## config.mk

```make
export PLATFORM = sky130hd
export DESIGN_NAME = stg_scale
export DESIGN_NICKNAME = d
export VERILOG_FILES = /design/src/rtl/core/stg_pkg.sv /design/src/rtl/core/stg_scale.sv
export SDC_FILE = /design/constraint.sdc
export NUM_CORES = 1
export LEC_CHECK = 0
export ABC_CLOCK_PERIOD_IN_PS = 10450
export BUFFER_PORTS_ARGS = -buffer_cell sky130_fd_sc_hd__buf_2
export CORE_UTILIZATION = 55
export DETAILED_ROUTE_END_ITERATION = 10
export GPL_TIMING_DRIVEN = 0
export PLACE_DENSITY = 0.77
export SLEW_MARGIN = 20
export SYNTH_ARGS = -nofsm -noshare
export SYNTH_HDL_FRONTEND = slang
export SYNTH_SLANG_ARGS = --single-unit
```

## constraint.sdc

```tcl
create_clock -name clk -period 10.45 [get_ports clk]
set_clock_uncertainty 0.05 [all_clocks]
set_input_delay 2.09 -clock clk [delete_from_list [all_inputs] [get_ports clk]]
set_output_delay 2.09 -clock clk [all_outputs]
set_load 0.01 [all_outputs]
```

## src/rtl/core/stg_pkg.sv

```systemverilog
package stg_pkg;

  // Defaults for the top-level parameters
  localparam int MAX_WIDTH_DEF  = 1024;
  localparam int PIXEL_BITS_DEF = 8;

  // Fixed field and register widths
  localparam int SIZE_W    = 11;
  localparam int INV_DT_W  = 16;
  localparam int COORD_W   = 10;
  localparam int GXY_W     = 11;
  localparam int GT_W      = 15;
  localparam int FRAC_W    = 12;
  localparam int CFG_IDX_W = 2;
  localparam int OUT_W     = 64;

  // Frame size limits
  localparam int MIN_SIZE   = 3;
  localparam int SIZE_LIMIT = 1024;

  // Register indexes of the configuration port
  localparam logic [CFG_IDX_W-1:0] CFG_IMAGE_COLS = 2'd0;
  localparam logic [CFG_IDX_W-1:0] CFG_IMAGE_ROWS = 2'd1;
  localparam logic [CFG_IDX_W-1:0] CFG_INV_DT     = 2'd2;

  // Reset value of the time-step reciprocal (1.0 in Q4.12)
  localparam logic [INV_DT_W-1:0] INV_DT_RST = 16'd4096;

  // Raster position carried along the pipeline
  typedef struct packed {
    logic [COORD_W-1:0] col;
    logic [COORD_W-1:0] row;
  } pos_t;

endpackage

```

## src/rtl/core/stg_scale.sv

```systemverilog
module stg_scale #(
  parameter int PIXEL_BITS = stg_pkg::PIXEL_BITS_DEF
) (
  input  logic                                clk,
  input  logic                                rst_n,
  input  logic                                s2_valid,
  output logic                                s2_ready,
  input  logic                                s2_emit,
  input  stg_pkg::pos_t                       s2_pos,
  input  logic signed [PIXEL_BITS+2:0]        s2_gx,
  input  logic signed [PIXEL_BITS+2:0]        s2_gy,
  input  logic signed [PIXEL_BITS+2:0]        s2_st,
  input  logic [stg_pkg::INV_DT_W-1:0]        inv_dt,
  output logic                                out_valid,
  input  logic                                out_ready,
  output stg_pkg::pos_t                       out_pos,
  output logic [stg_pkg::GXY_W-1:0]           out_gx,
  output logic [stg_pkg::GXY_W-1:0]           out_gy,
  output logic [stg_pkg::GT_W-1:0]            out_gt
);

  localparam int GW  = PIXEL_BITS + 3;
  localparam int PRW = GW + stg_pkg::INV_DT_W + 1;
  localparam int QW  = PRW - stg_pkg::FRAC_W;
  localparam int XW  = (GW > stg_pkg::GXY_W) ? GW : stg_pkg::GXY_W;
  localparam int TW  = (QW > stg_pkg::GT_W) ? QW : stg_pkg::GT_W;
  localparam logic signed [XW-1:0] XY_HI = XW'((1 << (stg_pkg::GXY_W - 1)) - 1);
  localparam logic signed [XW-1:0] XY_LO = -XY_HI - XW'(1);
  localparam logic signed [TW-1:0] T_HI  = TW'((1 << (stg_pkg::GT_W - 1)) - 1);
  localparam logic signed [TW-1:0] T_LO  = -T_HI - TW'(1);

  logic signed [stg_pkg::INV_DT_W:0] inv_s;
  logic signed [PRW-1:0]             prod, prod_b;
  logic signed [QW-1:0]              quo;
  logic signed [XW-1:0]              gx_x, gy_x;
  logic signed [TW-1:0]              gt_x;
  logic [stg_pkg::GXY_W-1:0]         gx_s, gy_s;
  logic [stg_pkg::GT_W-1:0]          gt_s;
  logic                              take;
  logic                              out_v_r;
  stg_pkg::pos_t                     pos_r;
  logic [stg_pkg::GXY_W-1:0]         gx_r, gy_r;
  logic [stg_pkg::GT_W-1:0]          gt_r;

  assign s2_ready = !out_v_r || out_ready;
  assign take     = s2_valid && s2_ready;

  // Scale the temporal sum by Q4.12 inv_dt and truncate toward zero
  assign inv_s  = {1'b0, inv_dt};
  assign prod   = PRW'(s2_st) * PRW'(inv_s);
  assign prod_b = prod + $signed({{(PRW - stg_pkg::FRAC_W){1'b0}},
                                  {stg_pkg::FRAC_W{prod[PRW-1]}}});
  assign quo    = QW'(prod_b >>> stg_pkg::FRAC_W);

  // Saturate all three to their field widths
  assign gx_x = XW'(s2_gx);
  assign gy_x = XW'(s2_gy);
  assign gt_x = TW'(quo);

  always_comb begin
    if (gx_x > XY_HI)       gx_s = XY_HI[stg_pkg::GXY_W-1:0];
    else if (gx_x < XY_LO)  gx_s = XY_LO[stg_pkg::GXY_W-1:0];
    else                    gx_s = gx_x[stg_pkg::GXY_W-1:0];
    if (gy_x > XY_HI)       gy_s = XY_HI[stg_pkg::GXY_W-1:0];
    else if (gy_x < XY_LO)  gy_s = XY_LO[stg_pkg::GXY_W-1:0];
    else                    gy_s = gy_x[stg_pkg::GXY_W-1:0];
    if (gt_x > T_HI)        gt_s = T_HI[stg_pkg::GT_W-1:0];
    else if (gt_x < T_LO)   gt_s = T_LO[stg_pkg::GT_W-1:0];
    else                    gt_s = gt_x[stg_pkg::GT_W-1:0];
  end

  // Drop items that produce no result at the output register
  always_ff @(posedge clk) begin
    if (!rst_n) begin
      out_v_r <= 1'b0;
    end else if (s2_ready) begin
      out_v_r <= s2_valid && s2_emit;
    end
  end

  always_ff @(posedge clk) begin
    if (take) begin
      pos_r <= s2_pos;
      gx_r  <= gx_s;
      gy_r  <= gy_s;
      gt_r  <= gt_s;
    end
  end

  assign out_valid = out_v_r;
  assign out_pos   = pos_r;
  assign out_gx    = gx_r;
  assign out_gy    = gy_r;
  assign out_gt    = gt_r;

endmodule

```

==> impl_metrics.py <==
metrics = {
    "grt": {
        "use_met2_pct": 45.8,
        "use_met1_pct": 32.8,
        "grt_antenna_before_repair": 0,
        "grt_max_degree": 58,
        "grt_pass1_vias": 7188,
        "grt_util_met3_pct": 2.77,
        "grt_remaining_overflow": 0,
        "globalRouteTotalUtil_pct": 25.7,
        "grt-busiest-layer": "met2",
        "grt_first_pass_wirelength_um": 33400,
    },
    "logic_synthesis": {
        "synth.distinct_cells": 67,
        "synth_seq_cells": 58,
        "yosysWarnings": 0,
        "synth_largest_area_cell": "fa_1",
        "synth_mux_area_share_pct": 0.563,
        "synth_compound_area_share_pct": 9.97,
        "yosysSeqAreaShare_pct": 19.5,
        "yosys.area_share.xor_xnor_pct": 3.35,
        "synth_area_leaders": "fa_1 (28%), edfxtp_1 (19%), ha_1 (12%)",
        "synth_flop_cell": "edfxtp_1",
        "yosys.area_share.simple_pct": 16.9,
        "synth_fa_ha_area_share_pct": 40.3,
        "synth-edff-count": 57,
        "synth_nets": 1220,
        "synthCells": 935,
        "synth_top_family_by_area": "adder cells",
        "syn_avg_cell_area_um2": 9.51,
        "synth_top_area_share_pct": 28.4,
        "async_reset_ff_share_pct": 0,
        "synthesis.area_um2": 8890,
    },
    "sta": {
        "relSlewSlack_pct": 50.4,
        "finalCritPeriodShare_pct": 94.8,
        "rsz0062_at_grt": "false",
        "worstMarginPinSlew_ps": 743,
        "fin_hold_ws_ps": 483,
        "finalHoldViolCount": 0,
        "finalCriticalPeriod_ps": 9910,
        "maxSlewViolCount": 0,
        "finalSetupViolCount": 0,
        "timing.fmax_mhz": 101,
    },
    "placement": {
        "place_area_um2": 9710,
        "place.port_buffers": 110,
        "dp.cells": 1261,
        "gp_congestion": 0.850,
        "place_hpwl_um": 16300,
    },
    "worst_setup_path": {
        "cpPeakStageDelay_ps": 550,
        "arrival_ps": 9900,
        "required_ps": 10440,
        "cp_slowest_cell": "fa_1",
        "cp-end-kind": "flip-flop",
        "cp-start-kind": "input port",
        "critPathMostFrequentCell": "fa_1",
        "crit_type": "input port to flip-flop",
        "critical_path_peak_fanout": 10,
    },
    "drt": {
        "vias_per_cell": 5.50,
        "drc": 0,
        "ant_nets": 0,
        "drtPass1Iterations": 5,
        "first_iter_violations": 461,
        "wl_per_cell_um": 15.5,
        "vias": 7033,
        "wirelength_um": 19900,
    },
    "clocking": {
        "cts_made_buffers": 9,
        "cts_sinks": 58,
        "htreeDepth": 3,
        "cts.clk_slew.worst_paths_ps": 50,
        "cts_hold_buf": 0,
        "root_buffer": "clkbuf_16",
        "insertion_delay_ps": 310,
        "clockBufferDepth": 2,
        "cts_tree": "built",
    },
    "final_layout": {
        "syn_to_final_growth_pct": 13.5,
        "layout_common_cells": "inv_1 (155), fa_1 (126), buf_2 (117)",
        "fin_nets": 1343,
        "antenna_cells": 0,
        "drive_gt1_share_pct": 15.5,
        "final_area_um2": 10100,
        "final-instance-count-excl-fill": 1279,
        "final_common_cell": "inv_1",
    },
    "floorplanning": {
        "dieArea_um2": 16700,
        "die_w_um": 129,
        "die-height_um": 129,
        "initial_core_util_pct": 56.2,
        "fp-row-count": 46,
        "core_area_um2": 15800,
        "pin_count": 133,
    },
    "status": {
        "status": "finished clean",
    },
    "flow_run": {
        "cap_violations": 0,
    },
    "worst_hold_path": {
        "hp-class": "flip-flop to flip-flop",
    },
}
## flip-flops by register name, summed over array words and instances, names as in the netlist
register	cells
out_valid	1
out_gt	15
out_gx	11
out_gy	11
out_pos	20
## stage by stage
step / utilization, % / worst slack (ps) / setup TNS, ps
after floorplan: - / 1220 / 0
after global placement: 61.3 / 19.1 / 0
after detailed placement: 61.4 / -94.4 / -437
after CTS: 63.5 / 151 / 0
after global routing: 63.7 / 51.9 / 0
final: 63.7 / 539 / 0
## layer usage
metal,part of all wire [%],up-vias
met5,0,-
met4,2.6,0
met3,6.0,46
met2,52,246
met1,40,3459
li1,-,3282
## Yosys cell counts (all sizes together) (2+ instances only)
| master | count |
|---|---|
| inv | 155 |
| fa | 126 |
| nand2 | 113 |
| ha | 85 |
| and2 | 80 |
| edfxtp | 57 |
| clkbuf | 50 |
| a21oi | 30 |
| xnor2 | 25 |
| nor2 | 20 |
| a21o | 14 |
| o21ai | 13 |
| buf | 11 |
| nand3 | 11 |
| o211ai | 11 |
| and3 | 10 |
| nand4 | 10 |
| nand2b | 9 |
| xor2 | 9 |
| a211oi | 8 |
| o31ai | 8 |
| a22oi | 7 |
| nor3 | 7 |
| mux2i | 5 |
| nor4 | 5 |
| o21a | 5 |
| or2 | 5 |
| a31oi | 4 |
| or3 | 4 |
| a211o | 3 |
| and4 | 3 |
| o211a | 3 |
| a311o | 2 |
| a31o | 2 |
| a32oi | 2 |
| nor2b | 2 |
| nor3b | 2 |
| nor4b | 2 |
| or3b | 2 |
| or4 | 2 |
## final cells by class
class / instances / area, um^2
Multi-Input combinational cell: 661 / 6330
Fill cell: 1329 / 5740
Clock inverter: 6 / 105
Tap cell: 216 / 270
Timing Repair Buffer: 114 / 581
Sequential cell: 58 / 1730
Buffer: 59 / 254
Inverter: 155 / 582
Clock buffer: 10 / 229
## timing repair
action | CTS | global route
endpoints found under the setup margin | 0 | 14
buffers inserted | 0 | 4
gates resized for setup | 0 | 15
## critical path, delay by kind of cell
family,cells,cell delay (ps)
adder cells (fa/ha/maj),7,3290
AO/OA/AOI/OAI,10,2410
AND/OR/NAND/NOR,3,880
buffers and inverters,6,820
XOR/XNOR,1,360
## final timing paths
| kind | slack (ps) | to | startpoint | cells past startpoint |
|---|---|---|---|---|
| setup / recovery | 540 | out_gt[3] | inv_dt[2] | 27 |
| setup reg to reg | 8960 | out_gx[1] | out_valid | 2 |
| hold / removal | 480 | out_valid | out_valid | 2 |
| hold reg to reg | 480 | out_valid | out_valid | 2 |
## kinds of logic (layout without fill, tap and decap cells)
| logic type | count (synthesis) | after routing |
|---|---|---|
| AO/OA/AOI/OAI | 121 | 121 |
| XOR/XNOR | 34 | 34 |
| adder cells (fa/ha/maj) | 211 | 211 |
| buffers and inverters | 216 | 344 |
| flip-flops | 58 | 58 |
| multiplexers | 5 | 5 |
| AND/OR/NAND/NOR | 290 | 290 |
Power is left out: the tool's default activity adds up to more than one toggle a clock period on the data nets, which glitch-free logic cannot reach.
