$ cat src/rtl/core/stg_pkg.sv
package stg_pkg;

  // Defaults for the top-level parameters
  localparam int MAX_WIDTH_DEF  = 1024;
  localparam int PIXEL_BITS_DEF = 8;

  // Fixed field and register widths
  localparam int SIZE_W    = 11;
  localparam int INV_DT_W  = 16;
  localparam int COORD_W   = 10;
  localparam int GXY_W     = 11;
  localparam int GT_W      = 15;
  localparam int FRAC_W    = 12;
  localparam int CFG_IDX_W = 2;
  localparam int OUT_W     = 64;

  // Frame size limits
  localparam int MIN_SIZE   = 3;
  localparam int SIZE_LIMIT = 1024;

  // Register indexes of the configuration port
  localparam logic [CFG_IDX_W-1:0] CFG_IMAGE_COLS = 2'd0;
  localparam logic [CFG_IDX_W-1:0] CFG_IMAGE_ROWS = 2'd1;
  localparam logic [CFG_IDX_W-1:0] CFG_INV_DT     = 2'd2;

  // Reset value of the time-step reciprocal (1.0 in Q4.12)
  localparam logic [INV_DT_W-1:0] INV_DT_RST = 16'd4096;

  // Raster position carried along the pipeline
  typedef struct packed {
    logic [COORD_W-1:0] col;
    logic [COORD_W-1:0] row;
  } pos_t;

endpackage

$ cat src/rtl/core/stg_diff.sv
module stg_diff #(
  parameter int PIXEL_BITS = stg_pkg::PIXEL_BITS_DEF
) (
  input  logic                           clk,
  input  logic                           rst_n,
  input  logic                           s1_valid,
  output logic                           s1_ready,
  input  stg_pkg::pos_t                  s1_pos,
  input  logic [2*PIXEL_BITS-1:0]        s1_cur,
  input  logic [2*PIXEL_BITS-1:0]        s1_up,
  output logic                           s2_valid,
  input  logic                           s2_ready,
  output logic                           s2_emit,
  output stg_pkg::pos_t                  s2_pos,
  output logic signed [PIXEL_BITS+2:0]   s2_gx,
  output logic signed [PIXEL_BITS+2:0]   s2_gy,
  output logic signed [PIXEL_BITS+2:0]   s2_st
);

  localparam int PW = 2 * PIXEL_BITS;
  localparam int GW = PIXEL_BITS + 3;

  logic [PW-1:0]          left_r, uleft_r;
  logic                   take, emit, full;
  logic signed [GW-1:0]   a00, a10, a01, a11, b00, b10, b01, b11;
  logic signed [GW-1:0]   gx, gy, st;
  logic                   s2_v_r, emit_r;
  stg_pkg::pos_t          pos_r;
  logic signed [GW-1:0]   gx_r, gy_r, st_r;

  assign s1_ready = !s2_v_r || s2_ready;
  assign take     = s1_valid && s1_ready;

  assign emit = (s1_pos.col != '0) && (s1_pos.row != '0);
  assign full = (s1_pos.col > stg_pkg::COORD_W'(1)) && (s1_pos.row > stg_pkg::COORD_W'(1));

  // Corners of the cube: 00 upper left, 10 upper, 01 left, 11 current
  assign a00 = GW'(uleft_r[PIXEL_BITS-1:0]);
  assign b00 = GW'(uleft_r[PW-1:PIXEL_BITS]);
  assign a10 = GW'(s1_up[PIXEL_BITS-1:0]);
  assign b10 = GW'(s1_up[PW-1:PIXEL_BITS]);
  assign a01 = GW'(left_r[PIXEL_BITS-1:0]);
  assign b01 = GW'(left_r[PW-1:PIXEL_BITS]);
  assign a11 = GW'(s1_cur[PIXEL_BITS-1:0]);
  assign b11 = GW'(s1_cur[PW-1:PIXEL_BITS]);

  // Sum the four differences along each axis; border cubes give zero
  always_comb begin
    gx = '0;
    gy = '0;
    st = '0;
    if (full) begin
      gx = (a10 - a00) + (a11 - a01) + (b10 - b00) + (b11 - b01);
      gy = (a01 - a00) + (a11 - a10) + (b01 - b00) + (b11 - b10);
      st = (b00 - a00) + (b10 - a10) + (b01 - a01) + (b11 - a11);
    end
  end

  // Shift the neighbor window on every transfer
  always_ff @(posedge clk) begin
    if (!rst_n) begin
      left_r  <= '0;
      uleft_r <= '0;
      s2_v_r  <= 1'b0;
    end else begin
      if (take) begin
        left_r  <= s1_cur;
        uleft_r <= s1_up;
      end
      if (s1_ready) begin
        s2_v_r <= s1_valid;
      end
    end
  end

  always_ff @(posedge clk) begin
    if (take) begin
      emit_r <= emit;
      pos_r  <= '{col: s1_pos.col - 1'b1, row: s1_pos.row - 1'b1};
      gx_r   <= gx;
      gy_r   <= gy;
      st_r   <= st;
    end
  end

  assign s2_valid = s2_v_r;
  assign s2_emit  = emit_r;
  assign s2_pos   = pos_r;
  assign s2_gx    = gx_r;
  assign s2_gy    = gy_r;
  assign s2_st    = st_r;

endmodule

$ cat config.mk
export PLATFORM = sky130hd
export DESIGN_NAME = stg_diff
export DESIGN_NICKNAME = d
export VERILOG_FILES = /design/src/rtl/core/stg_pkg.sv /design/src/rtl/core/stg_diff.sv
export SDC_FILE = /design/constraint.sdc
export NUM_CORES = 1
export LEC_CHECK = 0
export BUFFER_PORTS_ARGS = -buffer_cell sky130_fd_sc_hd__buf_4
export CORE_MARGIN = 5
export CORE_UTILIZATION = 60
export DETAILED_ROUTE_END_ITERATION = 10
export PLACE_DENSITY = 0.82
export SYNTH_ARGS = -nofsm -noshare
export SYNTH_HDL_FRONTEND = slang
export SYNTH_SLANG_ARGS = --single-unit
$ cat constraint.sdc
create_clock -name clk -period 6.3 [get_ports clk]
set_clock_uncertainty 0.2 [all_clocks]
set_input_delay 1.26 -clock clk [delete_from_list [all_inputs] [get_ports clk]]
set_output_delay 1.26 -clock clk [all_outputs]
set_load 0.03 [all_outputs]
==> run summary, run 1 <==
Critical path
* 6170 ps — required time reported for the critical path endpoint
* sky130_fd_sc_hd__or4_1 — cell with the biggest individual delay on the critical path
* 6 — critical-path maximum fanout
* register — kind of capture point of the worst setup path
* sky130_fd_sc_hd__inv_1 — most common cell type on the critical path
* 1340 ps — worst reg-to-reg setup slack
* input pin — startpoint type of the worst setup path
* 570 ps — longest individual stage delay on the worst path
* buf_4 > inv_1 > ha_1 > inv_1 > fa_1 > a21o_1 > a21oi_1 > o21bai_1 > a211oi_1 > a21oi_1 > fa_1 > inv_1 > fa_1 > inv_1 > ha_1 > or4_1 > a211oi_2 > or3_1 > a21oi_1 — critical-path cell list
* in2reg — worst setup path class
* 5430 ps — arrival time of the worst setup path

Synth
* sky130_fd_sc_hd__ha_1 — dominant cell type by area after synthesis
* 54 — count of flip-flops with a built-in enable after synthesis
* sky130_fd_sc_hd__ha_1 (17%), sky130_fd_sc_hd__edfxtp_1 (17%), sky130_fd_sc_hd__fa_1 (14%), sky130_fd_sc_hd__inv_1 (7.0%), sky130_fd_sc_hd__dfxtp_1 (6.8%) — top cells by area, synth
* 1097 — number of instances in the synthesized netlist
* 23.37% — sequential-to-total area share from yosys stat
* 16.65% — Synth top area share
* 87 — synthesized flop and latch total
* 8.903 um2 — Avg Synthesized Cell Area
* sky130_fd_sc_hd__edfxtp_1 — ys flop type
* 0 — Synth warnings
* 48 — number of unique standard cell types used by synthesis
* 1352 — post-synth net total
* 9767 um2 — Mapped Area
* 0% — fraction of registers with async set or reset after synthesis

Global route
* 0 — number of antenna violations at the first check in global routing
* 0 — GRT overflow
* 38.65 mm — first-pass GRT wire length
* 7754 — vias in the first global route
* 26.79% — overall fraction of global-route tracks in use
* 87 — maximum number of pins on one net before global-route repair

Run status
* finished clean — run status

Clocking
* 0 — number of setup buffers added after CTS
* 0 — number of gates given a new drive strength after cts
* yes — CTS tree
* 87 — clock sinks
* 360 ps — clock latency on the worst-skew pair
* 3 — total number of H-tree levels
* 2 — buffer levels on the longest clock path
* 0 — hold-fix buffer count after cts
* 70 ps — clock slew at the register clock pins of the worst setup and hold paths
* sky130_fd_sc_hd__clkbuf_16 — buffer cell driving the clock tree root
* 9 — TritonCTS buffer count

Pwr
* 0.005071 uW — total leakage power
* 47.17% — Switching Share
* 476.8 nW/um2 — power density of the placed cells
* 2507 uW — Sw Pwr
* 71.5% — share of total power in combinational logic
* 10.4% — part of the power in the clock network
* 0.3183 mV — worst vdd rail ir drop
* 2808 uW — Pint
* 18.1% — Flop pwr share

Final layout
* 11.36% — fraction of final layout cells sized beyond drive strength 1
* 1465 — final layout net count
* 0 — antenna cells
* 14.12% — layout overhead on the synthesized area
* 1431 — fin cells

Timing
* 0 — number of max-slew violations in the final report
* 1010 ps — pin slew with the least headroom to its limit
* 0 — Hold Vio Cnt, Final
* 0 ps — final-layout setup total negative slack
* 88.25% — period utilisation layout
* 0 — final setup fails
* no — RSZ-0062 raised after global routing
* 5560 ps — fin crit period
* 0.1799 GHz — Fmax
* 32.68% — normalized max-slew margin

Die
* 137.6 um — Die X
* 137.6 um — vertical die dimension
* 18930 um2 — die area
* 112 — Ports
* 61.26% — initial core utilization
* 46 — number of cell rows
* 15940 um2 — total core area

Detailed routing
* 24.52 mm — aggregate routed wire length
* 5.599 — ratio of routed vias to standard cells
* 17.13 um — average wire per cell in the routed design
* 8012 — detailed-route via count
* 6 — length of the first detailed-routing pass in iterations
* 503 — Starting DRT DRC Count
* 0 — count of antenna-violating nets left after detailed routing
* 0 — Remaining DRCs

Place
* 20.38 mm — placed wire-length estimate after detailed placement
* 0.9534 — gp weighted congestion
* 1415 — cell count after placement
* 111 — Port Buffers

Flow run
* 0 — Maximum Capacitance Violations

Min path
* reg2reg — HP Class

==> cells by family (layout without fill, tap and decap cells) <==
logic type | after synthesis | count (layout) | share of synthesized area, %
XOR/XNOR | 94 | 94 | 8.429
AO/OA/AOI/OAI | 210 | 210 | 15.04
buffers and inverters | 195 | 313 | 7.648
adder cells (fa/ha/maj) | 199 | 199 | 30.80
AND/OR/NAND/NOR | 312 | 312 | 14.72
flip-flops | 87 | 87 | 23.37
==> stage by stage <==
stage | setup WS [ps] | hold slack (ps) | utilization [%] | instance area (um2) | power (uW)
finish | 740.0 | 265.0 | 69.91 | 11150 | 5315
global route | 532.8 | 282.5 | 69.91 | 11150 | 5788
CTS | 793.0 | 266.2 | 69.91 | 11150 | 5307
detailed placement | 415.7 | 256.2 | 67.96 | 10830 | 4721
global placement | 498.8 | 249.9 | 67.96 | 10830 | 4618
floorplan | 954.4 | 243.5 | - | 9767 | 3814
==> flip-flops by register name, summed over array words and instances (netlist names) <==
signal and flops:
s2_pos 20, left_r 16, uleft_r 16, s2_gx 11, s2_gy 11, s2_st 11, s2_emit 1, s2_valid 1
==> cells in the final DEF (no fill, tap or decap), types with 10 or more instances in the layout <==
master	Yosys	final
sky130_fd_sc_hd__a211oi_1	20	20
sky130_fd_sc_hd__edfxtp_1	54	54
sky130_fd_sc_hd__nor2b_1	23	23
sky130_fd_sc_hd__o21ai_0	40	40
sky130_fd_sc_hd__a21oi_1	31	31
sky130_fd_sc_hd__inv_1	183	182
sky130_fd_sc_hd__o21a_1	24	24
sky130_fd_sc_hd__dfxtp_1	33	33
sky130_fd_sc_hd__buf_4	2	114
sky130_fd_sc_hd__xnor2_1	48	48
sky130_fd_sc_hd__a21o_1	10	10
sky130_fd_sc_hd__nor3_1	44	44
sky130_fd_sc_hd__nor2_1	82	82
sky130_fd_sc_hd__a21boi_0	33	33
sky130_fd_sc_hd__nand2_1	102	102
sky130_fd_sc_hd__nand3_1	23	23
sky130_fd_sc_hd__ha_1	130	130
sky130_fd_sc_hd__xor2_1	46	46
sky130_fd_sc_hd__fa_1	69	69
==> path summary, 6_finish.rpt <==
kind | from | endpoint | cells past startpoint
min reg2reg | uleft_r[2] | uleft_r[2] | 2
max reg2reg | uleft_r[8] | s2_st[10] | 16
max | s1_up[8] | s2_gx[10] | 19
min | uleft_r[2] | uleft_r[2] | 2
==> routing by layer <==
layer | up-vias | global-route usage, % | share of wire, %
met3 | 33 | 3.324 | 7.2
li1 | 3929 | - | -
met4 | 0 | 8.204 | 2.4
met2 | 264 | 44.98 | 48
met1 | 3786 | 36.24 | 43
met5 | - | 0 | 0
==> Yosys cell counts, drive strengths merged (23+ instances only) <==
master    n
a21boi   33
a21oi    31
dfxtp    33
edfxtp   54
fa       69
ha      130
inv     183
nand2   102
nand3    23
nor2     82
nor2b    23
nor3     46
o21a     24
o21ai    41
xnor2    48
xor2     46
==> critical path: cells and delay by family <==
kind,cells,cell delay [ps]
compound gates,7,1160
fa+ha+maj,5,1920
buf+inv,5,380
simple gates,2,710
==> power by group through the flow <==
| stage | logic (uW) | registers, uW | clock network (uW) |
|---|---|---|---|
| finish | 3800 | 963 | 551 |
| global route | 4220 | 977 | 587 |
| CTS | 3780 | 965 | 561 |
| floorplan | 2600 | 1220 | 0 |
| global placement | 3640 | 976 | 0 |
| detailed placement | 3740 | 977 | 0 |
==> layout make-up <==
cell class | count | area [um2]
clock buffers | 9 | 225.2
clock inverters | 7 | 86.33
fillers | 1254 | 4797
inverters | 183 | 688.2
multi-input cells | 815 | 6738
flip-flops and latches | 87 | 2282
well taps | 216 | 270.3
repair buffers | 114 | 855.8
Power figures use the tool's default switching activity.
==> inputs of run 2 (changes only) <==
- CORE_UTILIZATION: 60 -> 55
- PLACE_DENSITY: 0.82 -> 0.76
- RECOVER_POWER: default -> 100
- SKIP_CTS_REPAIR_TIMING: default -> 1
==> run 2 against run 1 <==
  * The flow now finishes with violations (max-capacitance violations, max-slew violations)
  * Sequential power is essentially flat
  * Setup slack lost 36 ps
  * Global-route usage shrank 2.8 points
  * Routed wire length shrank 2.1%
  * Via count shrank 0.36%
  * First-iteration DRC count shrank 8.3%
  * Register-to-register slack is essentially flat
  * Largest cell class unchanged
==> run summary, run 2 (same netlist as run 1, synthesis figures left out) <==
Detailed routing
* 5 — length of the first detailed-routing pass in iterations, was 6
* met4 — highest routed metal layer, unchanged
* 11.21 mm — DR WL met2, was 11.68 mm
* 0 — count of antenna-violating nets left after detailed routing, unchanged
* 461 — Starting DRT DRC Count, was 503
* 5.544 — ratio of routed vias to standard cells, was 5.599
* 24.00 mm — aggregate routed wire length, was 24.52 mm
* 16.67 um — average wire per cell in the routed design, was 17.13 um
* 10.67 mm — post-route met1 wirelength, was 10.47 mm
* 0 — Remaining DRCs, unchanged
* 1.631 mm — met3 WL post-DR, was 1.771 mm
* 7983 — detailed-route via count, was 8012

Clocking
* 80 ps — clock slew at the register clock pins of the worst setup and hold paths, was 70 ps
* 9 — TritonCTS buffer count, unchanged
* 370 ps — clock latency on the worst-skew pair, was 360 ps
* 2 — buffer levels on the longest clock path, unchanged
* sky130_fd_sc_hd__clkbuf_16 — buffer cell driving the clock tree root, unchanged
* yes — CTS tree, unchanged
* 3 — total number of H-tree levels, unchanged
* 87 — clock sinks, unchanged

Global route
* 0 — GRT overflow, unchanged
* 24.00% — overall fraction of global-route tracks in use, was 26.79%
* 59 — maximum number of pins on one net before global-route repair, was 87
* 0 — number of antenna violations at the first check in global routing, unchanged
* 38.43 mm — first-pass GRT wire length, was 38.65 mm
* 7784 — vias in the first global route, was 7754

Place
* 1.049 — gp weighted congestion, was 0.9534
* 111 — Port Buffers, unchanged
* 1424 — cell count after placement, was 1415
* 20.06 mm — placed wire-length estimate after detailed placement, was 20.38 mm

Pwr
* 47.71% — Switching Share, was 47.17%
* 18.7% — Flop pwr share, was 18.1%
* 2455 uW — Sw Pwr, was 2507 uW
* 0.004816 uW — total leakage power, was 0.005071 uW
* 10.9% — part of the power in the clock network, was 10.4%
* 70.4% — share of total power in combinational logic, was 71.5%
* 473.4 nW/um2 — power density of the placed cells, was 476.8 nW/um2
* 2690 uW — Pint, was 2808 uW
* 0.3305 mV — worst vdd rail ir drop, was 0.3183 mV

Timing
* 88.83% — period utilisation layout, was 88.25%
* 34 — number of max-slew violations in the final report, was 0
* -12.99% — normalized max-slew margin, was 32.68%
* 0.1787 GHz — Fmax, was 0.1799 GHz
* no — RSZ-0062 raised after global routing, unchanged
* 0 — Hold Vio Cnt, Final, unchanged
* 0 — final setup fails, unchanged
* 0 ps — final-layout setup total negative slack, unchanged
* 266.9 ps — Worst Hold Slack, was 265.0 ps
* 5596 ps — fin crit period, was 5560 ps
* 1695 ps — pin slew with the least headroom to its limit, was 1010 ps

Final layout
* sky130_fd_sc_hd__inv_1 (182), sky130_fd_sc_hd__ha_1 (130), sky130_fd_sc_hd__nand2_1 (102), sky130_fd_sc_hd__nor2_1 (82), sky130_fd_sc_hd__fa_1 (69) — top library cells by usage in the layout, fill and taps aside, was sky130_fd_sc_hd__inv_1 (182), sky130_fd_sc_hd__ha_1 (130), sky130_fd_sc_hd__buf_4 (114), sky130_fd_sc_hd__nand2_1 (102), sky130_fd_sc_hd__nor2_1 (82)
* sky130_fd_sc_hd__inv_1 — most common library cell in the layout ignoring fill and taps, unchanged
* 6703 um2 — area of the multi-input gates, was 6738 um2
* 1465 — final layout net count, unchanged
* 62.62% — final core utilization, was 69.91%
* 0 — antenna cells, unchanged
* 1440 — fin cells, was 1431
* 11.27% — layout overhead on the synthesized area, was 14.12%
* 5.432% — fraction of final layout cells sized beyond drive strength 1, was 11.36%
* 2282 um2 — total area of sequential cells, unchanged
* 1563 — number of inserted filler cells in the final layout, was 1254
* 20 — number of flip-flops in the largest register, unchanged

Min path
* reg2reg — HP Class, unchanged

Die
* 112 — Ports, unchanged
* 143.3 um — vertical die dimension, was 137.6 um
* 48 — number of cell rows, was 46
* 56.27% — initial core utilization, was 61.26%
* 17360 um2 — total core area, was 15940 um2
* 143.3 um — Die X, was 137.6 um
* 20520 um2 — die area, was 18930 um2

Flow run
* 1 — Maximum Capacitance Violations, was 0

Critical path
* 6170 ps — required time reported for the critical path endpoint, about the same
* register — kind of capture point of the worst setup path, unchanged
* 6 — critical-path maximum fanout, unchanged
* 5470 ps — arrival time of the worst setup path, was 5430 ps
* input pin — startpoint type of the worst setup path, unchanged
* in2reg — worst setup path class, unchanged

Run status
* max-capacitance violations, max-slew violations — failing checks
* finished with violations — run status, was finished clean

[run 2: changes by cell type in the layout (fill, tap and decap cells not counted), sizes merged]
cell	previous run	this run
clkinvlp	0	1
clkbuf	9	78
clkinv	5	3
buf	114	45
inv	185	186
[run 2: worst paths after layout]
check	slack, ps	start	endpoint	cells past startpoint
hold / removal	270	uleft_r[6]	uleft_r[6]	2
setup reg to reg	1340	uleft_r[8]	s2_st[10]	16
hold reg to reg	270	uleft_r[6]	uleft_r[6]	2
setup / recovery	700	s1_up[8]	s2_gx[10]	19
[run 2: worst max-delay path, cell delays in order]
cell and delay, ps:
sky130_fd_sc_hd__clkbuf_1 120, sky130_fd_sc_hd__inv_1 100, sky130_fd_sc_hd__ha_1 180, sky130_fd_sc_hd__inv_1 60, sky130_fd_sc_hd__fa_1 420, sky130_fd_sc_hd__a21o_1 180, sky130_fd_sc_hd__a21oi_1 270, sky130_fd_sc_hd__o21bai_1 100
sky130_fd_sc_hd__a211oi_1 250, sky130_fd_sc_hd__a21oi_1 90, sky130_fd_sc_hd__fa_1 540, sky130_fd_sc_hd__inv_1 70, sky130_fd_sc_hd__fa_1 530, sky130_fd_sc_hd__inv_1 40, sky130_fd_sc_hd__ha_1 240, sky130_fd_sc_hd__or4_1 540
sky130_fd_sc_hd__a211oi_1 270, sky130_fd_sc_hd__or3_1 150, sky130_fd_sc_hd__a21oi_1 60
[run 2: layout make-up]
type / count / share of cell area, %
Clock inverter: 7 / 0.7714
Clock buffer: 9 / 2.072
Sequential cell: 87 / 21.00
Inverter: 183 / 6.332
Tap cell: 225 / 2.590
Timing Repair Buffer: 114 / 5.561
Multi-Input combinational cell: 815 / 61.67
[run 2: stage by stage]
stage | worst slack [ps] | total power, uW | area (um2)
after floorplan | 954.4 | 3814 | 9767
after global placement | 501.0 | 4622 | 10850
after detailed placement | 431.0 | 4715 | 10850
after CTS | 812.0 | 5294 | 11150
after global routing | 259.6 | 5706 | 10870
final | 703.8 | 5145 | 10870
[run 2: power groups by stage]
stage | sequential (uW) | combinational, uW | clock, uW
2_1_floorplan | 1220 | 2600 | 0
3_3_place_gp | 975 | 3650 | 0
3_5_place_dp | 981 | 3730 | 0
4_1_cts | 968 | 3760 | 568
5_1_grt | 978 | 4140 | 587
6_report | 964 | 3620 | 558
[run 2: metal layers]
metal	global-route usage, %	vias up
met3	4.019	31
met4	6.640	0
li1	-	3929
met1	32.82	3797
met5	0	-
met2	39.64	226
